File: config.mk
export PLATFORM = sky130hd
export DESIGN_NAME = session_pool_refcount_evict
export DESIGN_NICKNAME = d
export VERILOG_FILES = /design/src/sv/sprc_pkg.sv /design/src/sv/session_pool_refcount_evict.sv
export SDC_FILE = /design/constraint.sdc
export NUM_CORES = 2
export LEC_CHECK = 0
export BUFFER_PORTS_ARGS = -buffer_cell sky130_fd_sc_hd__buf_2
export CELL_PAD_IN_SITES_DETAIL_PLACEMENT = 1
export CELL_PAD_IN_SITES_GLOBAL_PLACEMENT = 2
export CORE_ASPECT_RATIO = 2
export CORE_UTILIZATION = 52
export CTS_CLUSTER_SIZE = 24
export DETAILED_ROUTE_END_ITERATION = 8
export PLACE_DENSITY_LB_ADDON = 0.2
export SLEW_MARGIN = 40
export SYNTH_ARGS = -nofsm -noshare
export SYNTH_HDL_FRONTEND = slang
export SYNTH_SLANG_ARGS = --single-unit
File: constraint.sdc
create_clock -name clk -period 20.8 [get_ports clk]
set_input_delay 1.04 -clock clk [delete_from_list [all_inputs] [get_ports clk]]
set_output_delay 1.04 -clock clk [all_outputs]
set_load 0.03 [all_outputs]
File: src/sv/sprc_pkg.sv
`default_nettype none
// ----------------------------------------------------------------------------
// sprc_pkg
// Shared types and constants for the session pool with refcount and eviction.
// ----------------------------------------------------------------------------
package sprc_pkg;

	localparam int SLOTS     = 16;
	localparam int SLOT_W    = 4;
	localparam int KEY_W     = 32;
	localparam int TIME_W    = 48;

	// operations
	localparam logic [1:0] OP_ACQUIRE    = 2'd0;
	localparam logic [1:0] OP_RELEASE    = 2'd1;
	localparam logic [1:0] OP_INVALIDATE = 2'd2;
	localparam logic [1:0] OP_KEEPALIVE  = 2'd3;

	// status codes
	localparam logic [2:0] ST_REUSED    = 3'd0;
	localparam logic [2:0] ST_CREATED   = 3'd1;
	localparam logic [2:0] ST_CONN_FAIL = 3'd2;
	localparam logic [2:0] ST_FULL      = 3'd3;
	localparam logic [2:0] ST_NOT_LIVE  = 3'd4;
	localparam logic [2:0] ST_UNDERFLOW = 3'd5;
	localparam logic [2:0] ST_DONE      = 3'd6;

	// configuration register indexes
	localparam logic [1:0] CFG_IDLE_TIMEOUT = 2'd0;
	localparam logic [1:0] CFG_MAX_ENTRIES  = 2'd1;
	localparam logic [1:0] CFG_MAX_MISSED   = 2'd2;

	localparam logic [47:0] IDLE_TIMEOUT_RST = 48'd60000000;
	localparam logic [4:0]  MAX_ENTRIES_RST  = 5'd8;
	localparam logic [3:0]  MAX_MISSED_RST   = 4'd3;

	typedef logic [SLOT_W-1:0] slot_t;

endpackage
`default_nettype wire

File: src/sv/session_pool_refcount_evict.sv
`default_nettype none
// ----------------------------------------------------------------------------
// session_pool_refcount_evict
// Sixteen-entry refcounted session table with idle reaping and LRU trimming.
// ----------------------------------------------------------------------------
// Usage:
//   Command channel: drive the item fields and pulse start while busy is low.
//   The item is taken at that edge; busy is high from the next cycle and
//   stays high until the cycle in which the result is shown. Done is high for
//   one cycle; the result ports hold the result. The receiver cannot stall it.
//   Configuration: cfg_valid/cfg_ready with cfg_index and cfg_data; ready is
//   high whenever the block is idle.
//   Sequencing: one shared slot walker visits one slot a cycle. A key search,
//   allocation, the idle reap pass with the count pass folded into it, and
//   each LRU trim scan walk the slots in turn (at most 16 trims). An acquire
//   hit goes from the search to the finish step; a create runs the search,
//   allocation, reap pass and any trims; a slot operation without reaping
//   goes from the slot step to the finish step.
//   Throughput: one item at a time; the next item may start in the cycle that
//   done is high.
//   Reset: all entries invalid, registers at their reset values, no clearing
//   pass is needed.
// ----------------------------------------------------------------------------
module session_pool_refcount_evict (
	input  wire logic        clk,
	input  wire logic        arst_n,
	input  wire logic        start,
	output logic             busy,
	input  wire logic [1:0]  operation,
	input  wire logic [31:0] lookup_key,
	input  wire logic [3:0]  slot_index,
	input  wire logic [47:0] now_time,
	input  wire logic        connect_ok,
	input  wire logic        echo_ok,
	input  wire logic        cfg_valid,
	output logic             cfg_ready,
	input  wire logic [1:0]  cfg_index,
	input  wire logic [47:0] cfg_data,
	output logic             done,
	output logic [2:0]       status,
	output logic [3:0]       result_slot,
	output logic [7:0]       ref_count,
	output logic             entry_removed,
	output logic [4:0]       evicted_count
);

	localparam logic [2:0] S_IDLE   = 3'd0;
	localparam logic [2:0] S_SEARCH = 3'd1;
	localparam logic [2:0] S_ALLOC  = 3'd2;
	localparam logic [2:0] S_IDLEP  = 3'd3;
	localparam logic [2:0] S_LRU    = 3'd4;
	localparam logic [2:0] S_SLOT   = 3'd5;
	localparam logic [2:0] S_FINISH = 3'd6;

	logic [2:0] state_q;
	logic [sprc_pkg::SLOT_W-1:0] ptr_q;

	logic [47:0] idle_timeout_q;
	logic [4:0]  max_entries_q;
	logic [3:0]  max_missed_q;

	// per-slot storage
	logic [sprc_pkg::SLOTS-1:0] valid_q;
	logic [31:0] key_q   [sprc_pkg::SLOTS];
	logic [7:0]  refs_q  [sprc_pkg::SLOTS];
	logic [47:0] last_q  [sprc_pkg::SLOTS];
	logic        broken_q[sprc_pkg::SLOTS];
	logic [3:0]  missed_q[sprc_pkg::SLOTS];

	// latched item
	logic [1:0]  op_q;
	logic [31:0] key_in_q;
	logic [3:0]  idx_q;
	logic [47:0] now_q;
	logic        conn_q;
	logic        echo_q;

	// work registers
	logic [2:0]  status_q;
	logic [3:0]  slot_q;
	logic [4:0]  evict_q;
	logic [4:0]  count_q;
	logic        found_q;
	logic [3:0]  best_q;
	logic [47:0] best_time_q;

	logic [48:0] idle_sum;
	logic        reap_hit;
	logic        lru_cand;
	logic        ptr_last;
	logic [4:0]  cnt_after;
	logic        slot_op_end;

	assign busy      = (state_q != S_IDLE);
	assign cfg_ready = !busy;
	assign ptr_last  = (ptr_q == sprc_pkg::slot_t'(sprc_pkg::SLOTS - 1));

	// shared compare unit on the walked slot
	assign idle_sum = {1'b0, last_q[ptr_q]} + {1'b0, idle_timeout_q};
	assign reap_hit = valid_q[ptr_q] && (refs_q[ptr_q] == 8'd0) &&
		(broken_q[ptr_q] || (idle_sum < {1'b0, now_q}));
	assign lru_cand = valid_q[ptr_q] && (refs_q[ptr_q] == 8'd0) &&
		(!found_q || (last_q[ptr_q] < best_time_q));
	assign cnt_after = count_q + ((valid_q[ptr_q] && !reap_hit) ? 5'd1 : 5'd0);

	// slot operations that report the addressed entry's count or removal
	assign slot_op_end = (status_q == sprc_pkg::ST_DONE) ||
		(status_q == sprc_pkg::ST_UNDERFLOW);

	// configuration registers
	always_ff @(posedge clk or negedge arst_n) begin
		if (!arst_n) begin
			idle_timeout_q <= sprc_pkg::IDLE_TIMEOUT_RST;
			max_entries_q  <= sprc_pkg::MAX_ENTRIES_RST;
			max_missed_q   <= sprc_pkg::MAX_MISSED_RST;
		end else if (cfg_valid && cfg_ready) begin
			unique case (cfg_index)
				sprc_pkg::CFG_IDLE_TIMEOUT: idle_timeout_q <= cfg_data;
				sprc_pkg::CFG_MAX_ENTRIES:  max_entries_q  <= cfg_data[4:0];
				sprc_pkg::CFG_MAX_MISSED:   max_missed_q   <= cfg_data[3:0];
				default: ;
			endcase
		end
	end

	// sequencer and control state
	always_ff @(posedge clk or negedge arst_n) begin
		if (!arst_n) begin
			state_q <= S_IDLE;
			valid_q <= '0;
			done    <= 1'b0;
			ptr_q   <= '0;
			found_q <= 1'b0;
		end else begin
			done <= (state_q == S_FINISH);
			unique case (state_q)
				S_IDLE: begin
					if (start) begin
						ptr_q   <= '0;
						found_q <= 1'b0;
						state_q <= (operation == sprc_pkg::OP_ACQUIRE) ? S_SEARCH : S_SLOT;
					end
				end
				S_SEARCH: begin
					// advance until a live, unbroken key match
					if (valid_q[ptr_q] && !broken_q[ptr_q] && key_q[ptr_q] == key_in_q) begin
						state_q <= S_FINISH;
					end else if (ptr_last) begin
						ptr_q   <= '0;
						state_q <= conn_q ? S_ALLOC : S_FINISH;
					end else begin
						ptr_q <= ptr_q + 1'b1;
					end
				end
				S_ALLOC: begin
					if (!valid_q[ptr_q]) begin
						valid_q[ptr_q] <= 1'b1;
						ptr_q   <= '0;
						state_q <= S_IDLEP;
					end else if (ptr_last) begin
						state_q <= S_FINISH;
					end else begin
						ptr_q <= ptr_q + 1'b1;
					end
				end
				S_IDLEP: begin
					// drop broken or timed-out idle entries, count survivors
					if (reap_hit) valid_q[ptr_q] <= 1'b0;
					ptr_q <= ptr_q + 1'b1;
					if (ptr_last) begin
						found_q <= 1'b0;
						state_q <= (cnt_after > max_entries_q) ? S_LRU : S_FINISH;
					end
				end
				S_LRU: begin
					ptr_q <= ptr_q + 1'b1;
					if (ptr_last) begin
						found_q <= 1'b0;
						if (!(found_q || lru_cand)) begin
							state_q <= S_FINISH;
						end else begin
							valid_q[lru_cand ? ptr_q : best_q] <= 1'b0;
							if ((count_q - 5'd1) <= max_entries_q) state_q <= S_FINISH;
						end
					end else if (lru_cand) begin
						found_q <= 1'b1;
					end
				end
				S_SLOT: begin
					if (valid_q[idx_q] && op_q == sprc_pkg::OP_RELEASE &&
						refs_q[idx_q] <= 8'd1) begin
						ptr_q   <= '0;
						state_q <= S_IDLEP;
					end else begin
						state_q <= S_FINISH;
					end
					if (valid_q[idx_q]) begin
						if (op_q == sprc_pkg::OP_INVALIDATE) begin
							if (refs_q[idx_q] == 8'd0) valid_q[idx_q] <= 1'b0;
						end else if (op_q == sprc_pkg::OP_KEEPALIVE && refs_q[idx_q] == 8'd0) begin
							if (broken_q[idx_q] || missed_q[idx_q] > max_missed_q ||
								(!echo_q && ((missed_q[idx_q] == 4'd15 ? 4'd15 :
								missed_q[idx_q] + 4'd1) > max_missed_q)))
								valid_q[idx_q] <= 1'b0;
						end
					end
				end
				S_FINISH: begin
					state_q <= S_IDLE;
				end
				default: state_q <= S_IDLE;
			endcase
		end
	end

	// payload: item latch, entry fields, work registers and outputs
	always_ff @(posedge clk) begin
		unique case (state_q)
			S_IDLE: begin
				op_q     <= operation;
				key_in_q <= lookup_key;
				idx_q    <= slot_index;
				now_q    <= now_time;
				conn_q   <= connect_ok;
				echo_q   <= echo_ok;
				evict_q  <= '0;
				slot_q   <= (operation == sprc_pkg::OP_ACQUIRE) ? 4'd0 : slot_index;
				status_q <= (operation == sprc_pkg::OP_ACQUIRE) ? sprc_pkg::ST_CONN_FAIL
					: sprc_pkg::ST_DONE;
			end
			S_SEARCH: begin
				if (valid_q[ptr_q] && !broken_q[ptr_q] && key_q[ptr_q] == key_in_q) begin
					if (refs_q[ptr_q] != 8'hFF) refs_q[ptr_q] <= refs_q[ptr_q] + 8'd1;
					last_q[ptr_q] <= now_q;
					status_q <= sprc_pkg::ST_REUSED;
					slot_q   <= ptr_q;
				end else if (ptr_last && conn_q) begin
					status_q <= sprc_pkg::ST_FULL;
				end
				count_q <= '0;
			end
			S_ALLOC: begin
				if (!valid_q[ptr_q]) begin
					key_q[ptr_q]    <= key_in_q;
					refs_q[ptr_q]   <= 8'd1;
					last_q[ptr_q]   <= now_q;
					broken_q[ptr_q] <= 1'b0;
					missed_q[ptr_q] <= '0;
					slot_q   <= ptr_q;
					status_q <= sprc_pkg::ST_CREATED;
				end
				count_q <= '0;
			end
			S_IDLEP: begin
				if (reap_hit) evict_q <= evict_q + 5'd1;
				count_q <= cnt_after;
			end
			S_LRU: begin
				if (lru_cand) begin
					best_q      <= ptr_q;
					best_time_q <= last_q[ptr_q];
				end
				if (ptr_last && (found_q || lru_cand)) begin
					evict_q <= evict_q + 5'd1;
					count_q <= count_q - 5'd1;
				end
			end
			S_SLOT: begin
				count_q <= '0;
				if (!valid_q[idx_q]) begin
					status_q <= sprc_pkg::ST_NOT_LIVE;
				end else if (op_q == sprc_pkg::OP_RELEASE) begin
					if (refs_q[idx_q] == 8'd0) status_q <= sprc_pkg::ST_UNDERFLOW;
					else refs_q[idx_q] <= refs_q[idx_q] - 8'd1;
					last_q[idx_q] <= now_q;
				end else if (op_q == sprc_pkg::OP_INVALIDATE) begin
					broken_q[idx_q] <= 1'b1;
				end else if (refs_q[idx_q] == 8'd0 && !broken_q[idx_q]) begin
					if (missed_q[idx_q] > max_missed_q) begin
						broken_q[idx_q] <= 1'b1;
					end else if (echo_q) begin
						missed_q[idx_q] <= '0;
					end else if (missed_q[idx_q] != 4'd15) begin
						missed_q[idx_q] <= missed_q[idx_q] + 4'd1;
					end
				end
			end
			S_FINISH: begin
				status        <= status_q;
				result_slot   <= slot_q;
				evicted_count <= evict_q;
				// failed or full acquires and dead slots report no count
				entry_removed <= slot_op_end && !valid_q[slot_q];
				if (status_q == sprc_pkg::ST_REUSED || status_q == sprc_pkg::ST_CREATED ||
					(slot_op_end && valid_q[slot_q])) begin
					ref_count <= refs_q[slot_q];
				end else begin
					ref_count <= 8'd0;
				end
			end
			default: ;
		endcase
	end

`ifndef SYNTHESIS
	a_done_pulse: assert property (@(posedge clk) disable iff (!arst_n)
		done |=> !done)
		else $error("result strobe longer than one cycle");
	a_done_idle: assert property (@(posedge clk) disable iff (!arst_n)
		done |-> !busy)
		else $error("result shown while busy");
	a_done_from_finish: assert property (@(posedge clk) disable iff (!arst_n)
		done |-> $past(state_q) == S_FINISH)
		else $error("result without finish step");
	a_cfg_idle: assert property (@(posedge clk) disable iff (!arst_n)
		cfg_ready |-> state_q == S_IDLE)
		else $error("config accepted while working");
`endif

endmodule
`default_nettype wire
==> metrics.yaml <==
crit_fanout: 48
clk_latency_ns: 0.83
crit_path_max_incr_delay_ns: 0.95
swShare: 0.338
wl_per_cell_um: 33.7
yosysTopAreaCell: "edfxtp_1"
grt_pass1_wl_mm: 312
rows: 198
dp_hpwl_mm: 139
finClkSkew_ns: 0.0704
ctsResizeCount: 0
leakage_nw: 28.4
worstPathRequired_ns: 21.54
synthXorXnorAreaFrac: 0.0108
numPortBuffers: 165
synthAdderAreaFrac: 0.0288
preCtsSetupSlack_ns: 10.45
regArea_um2: 52200
maxCapViolCount: 0
synth_mux_area_frac: 0.176
crit_buf_inv: 2
vdd_drop_max_mv: 0.120
fillCellCount: 12600
die_x_um: 273
die_h_um: 544
final_cells: 6440
comb_power_share: 0.333
fin_crit_ns: 9.90
routed-via-count: 41400
power_switching_mw: 4.00
viasPerCell: 6.43
ys_seq_area_frac: 0.684
drc: 0
start_kind: "flip-flop"
ys.flop_type: "edfxtp_1"
yosysWarnings: 0
synth-simple-area-share: 0.0393
cts_root_buf: "clkbuf_16"
multiInputGateArea_um2: 23000
cts_buffers: 160
hold_class: "in2async"
clk_pin_slew_ns: 0.07
initial_utilization: 0.524
drt-total-wl_mm: 217
io_pins: 166
synth_top_family_by_area: "multiplexers"
status: "finished, final reports clean"
cts.sinks: 1752
grt_pass1_vias: 44600
power_density_nw_per_um2: 138
ctsHtreeMaxLevel: 4
worstPathArrival_ns: 10.63
synth_area_um2: 76200
synth-compound-area-share: 0.0414
post_cts_buffers: 0
fp.coreArea_um2: 145000
drt_first_pass_iters: 6
antenna_found_initial: 6
hold_buffers: 0
avgSynthCellArea_um2: 18.3
hold_viol: 0
r2r-end: "state_q[1]$_DFFE_PN0P_"
worst_slew_pin_slew_ns: 0.897
grt_overflow: 0
dp.cells: 6151
fin_tns_setup_ns: 0
synth_edf_count: 1666
r2r_slack_ns: 10.90
cp.depth: 33
cts_tree: "yes"
crit_top_cell: "ha_1"
clockPowerShare: 0.256
internal_power_mw: 7.82
synth_cells: 4168
cp-startpoint: "ptr_q[1]$_DFFE_PN0P_"
fin_nets: 4734
cp-end-kind: "flip-flop"
synth_top_area_share: 0.656
finalWorstSetupSlack_ns: 10.90
max_clock_freq_mhz: 101
async_reset_ff_frac: 0.0468
crit_type: "reg2reg"
final_common_cell: "edfxtp_1"
final_cell_mix: "edfxtp_1, mux4_2, ha_1"
pwr-share-seq: 0.410
area_growth_pct: 12.2
place_congestion: 0.904
rr_startpoint: "ptr_q[1]$_DFFE_PN0P_"
ys_ff_latch: 1752
crit_path_end: "state_q[1]$_DFFE_PN0P_"
dieArea_um2: 148000
track_usage: 0.297
slowest_stage: "dfrtp_4"
cts_buffer_depth: 4
synth_nets: 4484
ant_nets: 0
rsz0062_at_grt: "no"
max-slew-margin-rel: 0.397
grt_max_degree: 103
ys_types: 87
final_core_util: 0.588
slew_violations: 0
crit_family: "compound AO/OA/AOI/OAI gates"
synth_area_leaders: "edfxtp_1, mux4_2, ha_1"
min_period_over_period: 0.476
drive_above_1_share: 0.269
drt_iter0_drc: 3284
rr_worst_depth: 33
setup_viol: 0
==> synthesized netlist by cell type (all sizes together), types with 17 or more instances <==
library cell	instances
mux4	519
inv	153
dfrtp	69
a221oi	17
a21oi	141
nor3	33
edfxtp	1666
nand4	31
nor2b	41
a21o	45
nand2	168
buf	83
xor2	37
o21ai	100
xnor2	57
ha	173
clkbuf	114
nor2	194
nand3	46
mux2i	83
o22ai	32
nand2b	25
mux2	80
==> power by group through the flow <==
stage	registers (mW)	clock network [mW]	logic [mW]
floorplan	4.72	0	2.76
global placement	4.90	0	3.84
detailed placement	4.93	0	3.94
CTS	4.86	3.07	3.97
global route	4.90	3.16	4.25
finish	4.85	3.03	3.94
==> cells by family after synthesis <==
| family | Yosys count |
|---|---|
| AND/OR/NAND/NOR | 623 |
| multiplexers | 682 |
| buffers and inverters | 351 |
| XOR/XNOR | 94 |
| AO/OA/AOI/OAI | 491 |
| adder cells (fa/ha/maj) | 175 |
| flip-flops | 1752 |
==> cell type report <==
cell class	count	area share
timing repair buffer	285	0.0247
sequential	1752	0.610
antenna	1	0.0000293
tap	1900	0.0278
multi-input combinational	2065	0.269
clock inverter	93	0.0120
inverter	154	0.00682
clock buffer	190	0.0497
==> worst reg2reg max path: cells and delay by family (launching register included) <==
| kind | cells | cell delay (ns) |
|---|---|---|
| XOR/XNOR | 1 | 0.09 |
| AND/OR/NAND/NOR | 5 | 0.52 |
| buffers and inverters | 2 | 1.45 |
| adder cells (fa/ha/maj) | 5 | 1.41 |
| multiplexers | 2 | 1.07 |
| flip-flops | 1 | 0.95 |
| AO/OA/AOI/OAI | 18 | 4.38 |
==> flip-flops by register name, summed over array words and instances, names as in the netlist, 8 cells and up, named ones only <==
| name | flops |
|---|---|
| last_q | 768 |
| key_q | 512 |
| refs_q | 128 |
| missed_q | 64 |
| best_time_q | 48 |
| idle_timeout_q | 48 |
| now_q | 48 |
| key_in_q | 32 |
| broken_q | 16 |
| valid_q | 16 |
| ref_count | 8 |
==> how the worst min path moves through the flow <==
stage                                  start  cells after the start  slack, ns                        endpoint
finish                                arst_n                      1       0.28  idle_timeout_q[37]$_DFFE_PN0P_
global route                          arst_n                      1       0.30  idle_timeout_q[42]$_DFFE_PN0P_
CTS                                   arst_n                      1       0.28  idle_timeout_q[42]$_DFFE_PN0P_
detailed placement  evict_q[4]$_SDFFCE_PN0P_                      0       0.49      evicted_count[4]$_DFFE_PP_
global placement    evict_q[4]$_SDFFCE_PN0P_                      0       0.46      evicted_count[4]$_DFFE_PP_
floorplan                slot_q[0]$_DFFE_PP_                      0       0.42        result_slot[0]$_DFFE_PP_
==> per-layer routing <==
layer  part of all wire  vias up  track usage
li1                   -    17400            -
met1               0.35    22100        0.341
met2               0.55     1410        0.549
met3              0.044      470       0.0307
met4              0.053        6        0.146
met5            0.00018        -            0
==> metrics by stage <==
step,hold WS (ns),cell area [um2],power (mW)
after floorplan,0.424,76200,7.48
after global placement,0.461,79600,8.74
after detailed placement,0.488,80100,8.87
after CTS,0.283,85400,11.9
after global routing,0.304,85500,12.3
final,0.281,85500,11.8
(Power assumes the default switching activity.)
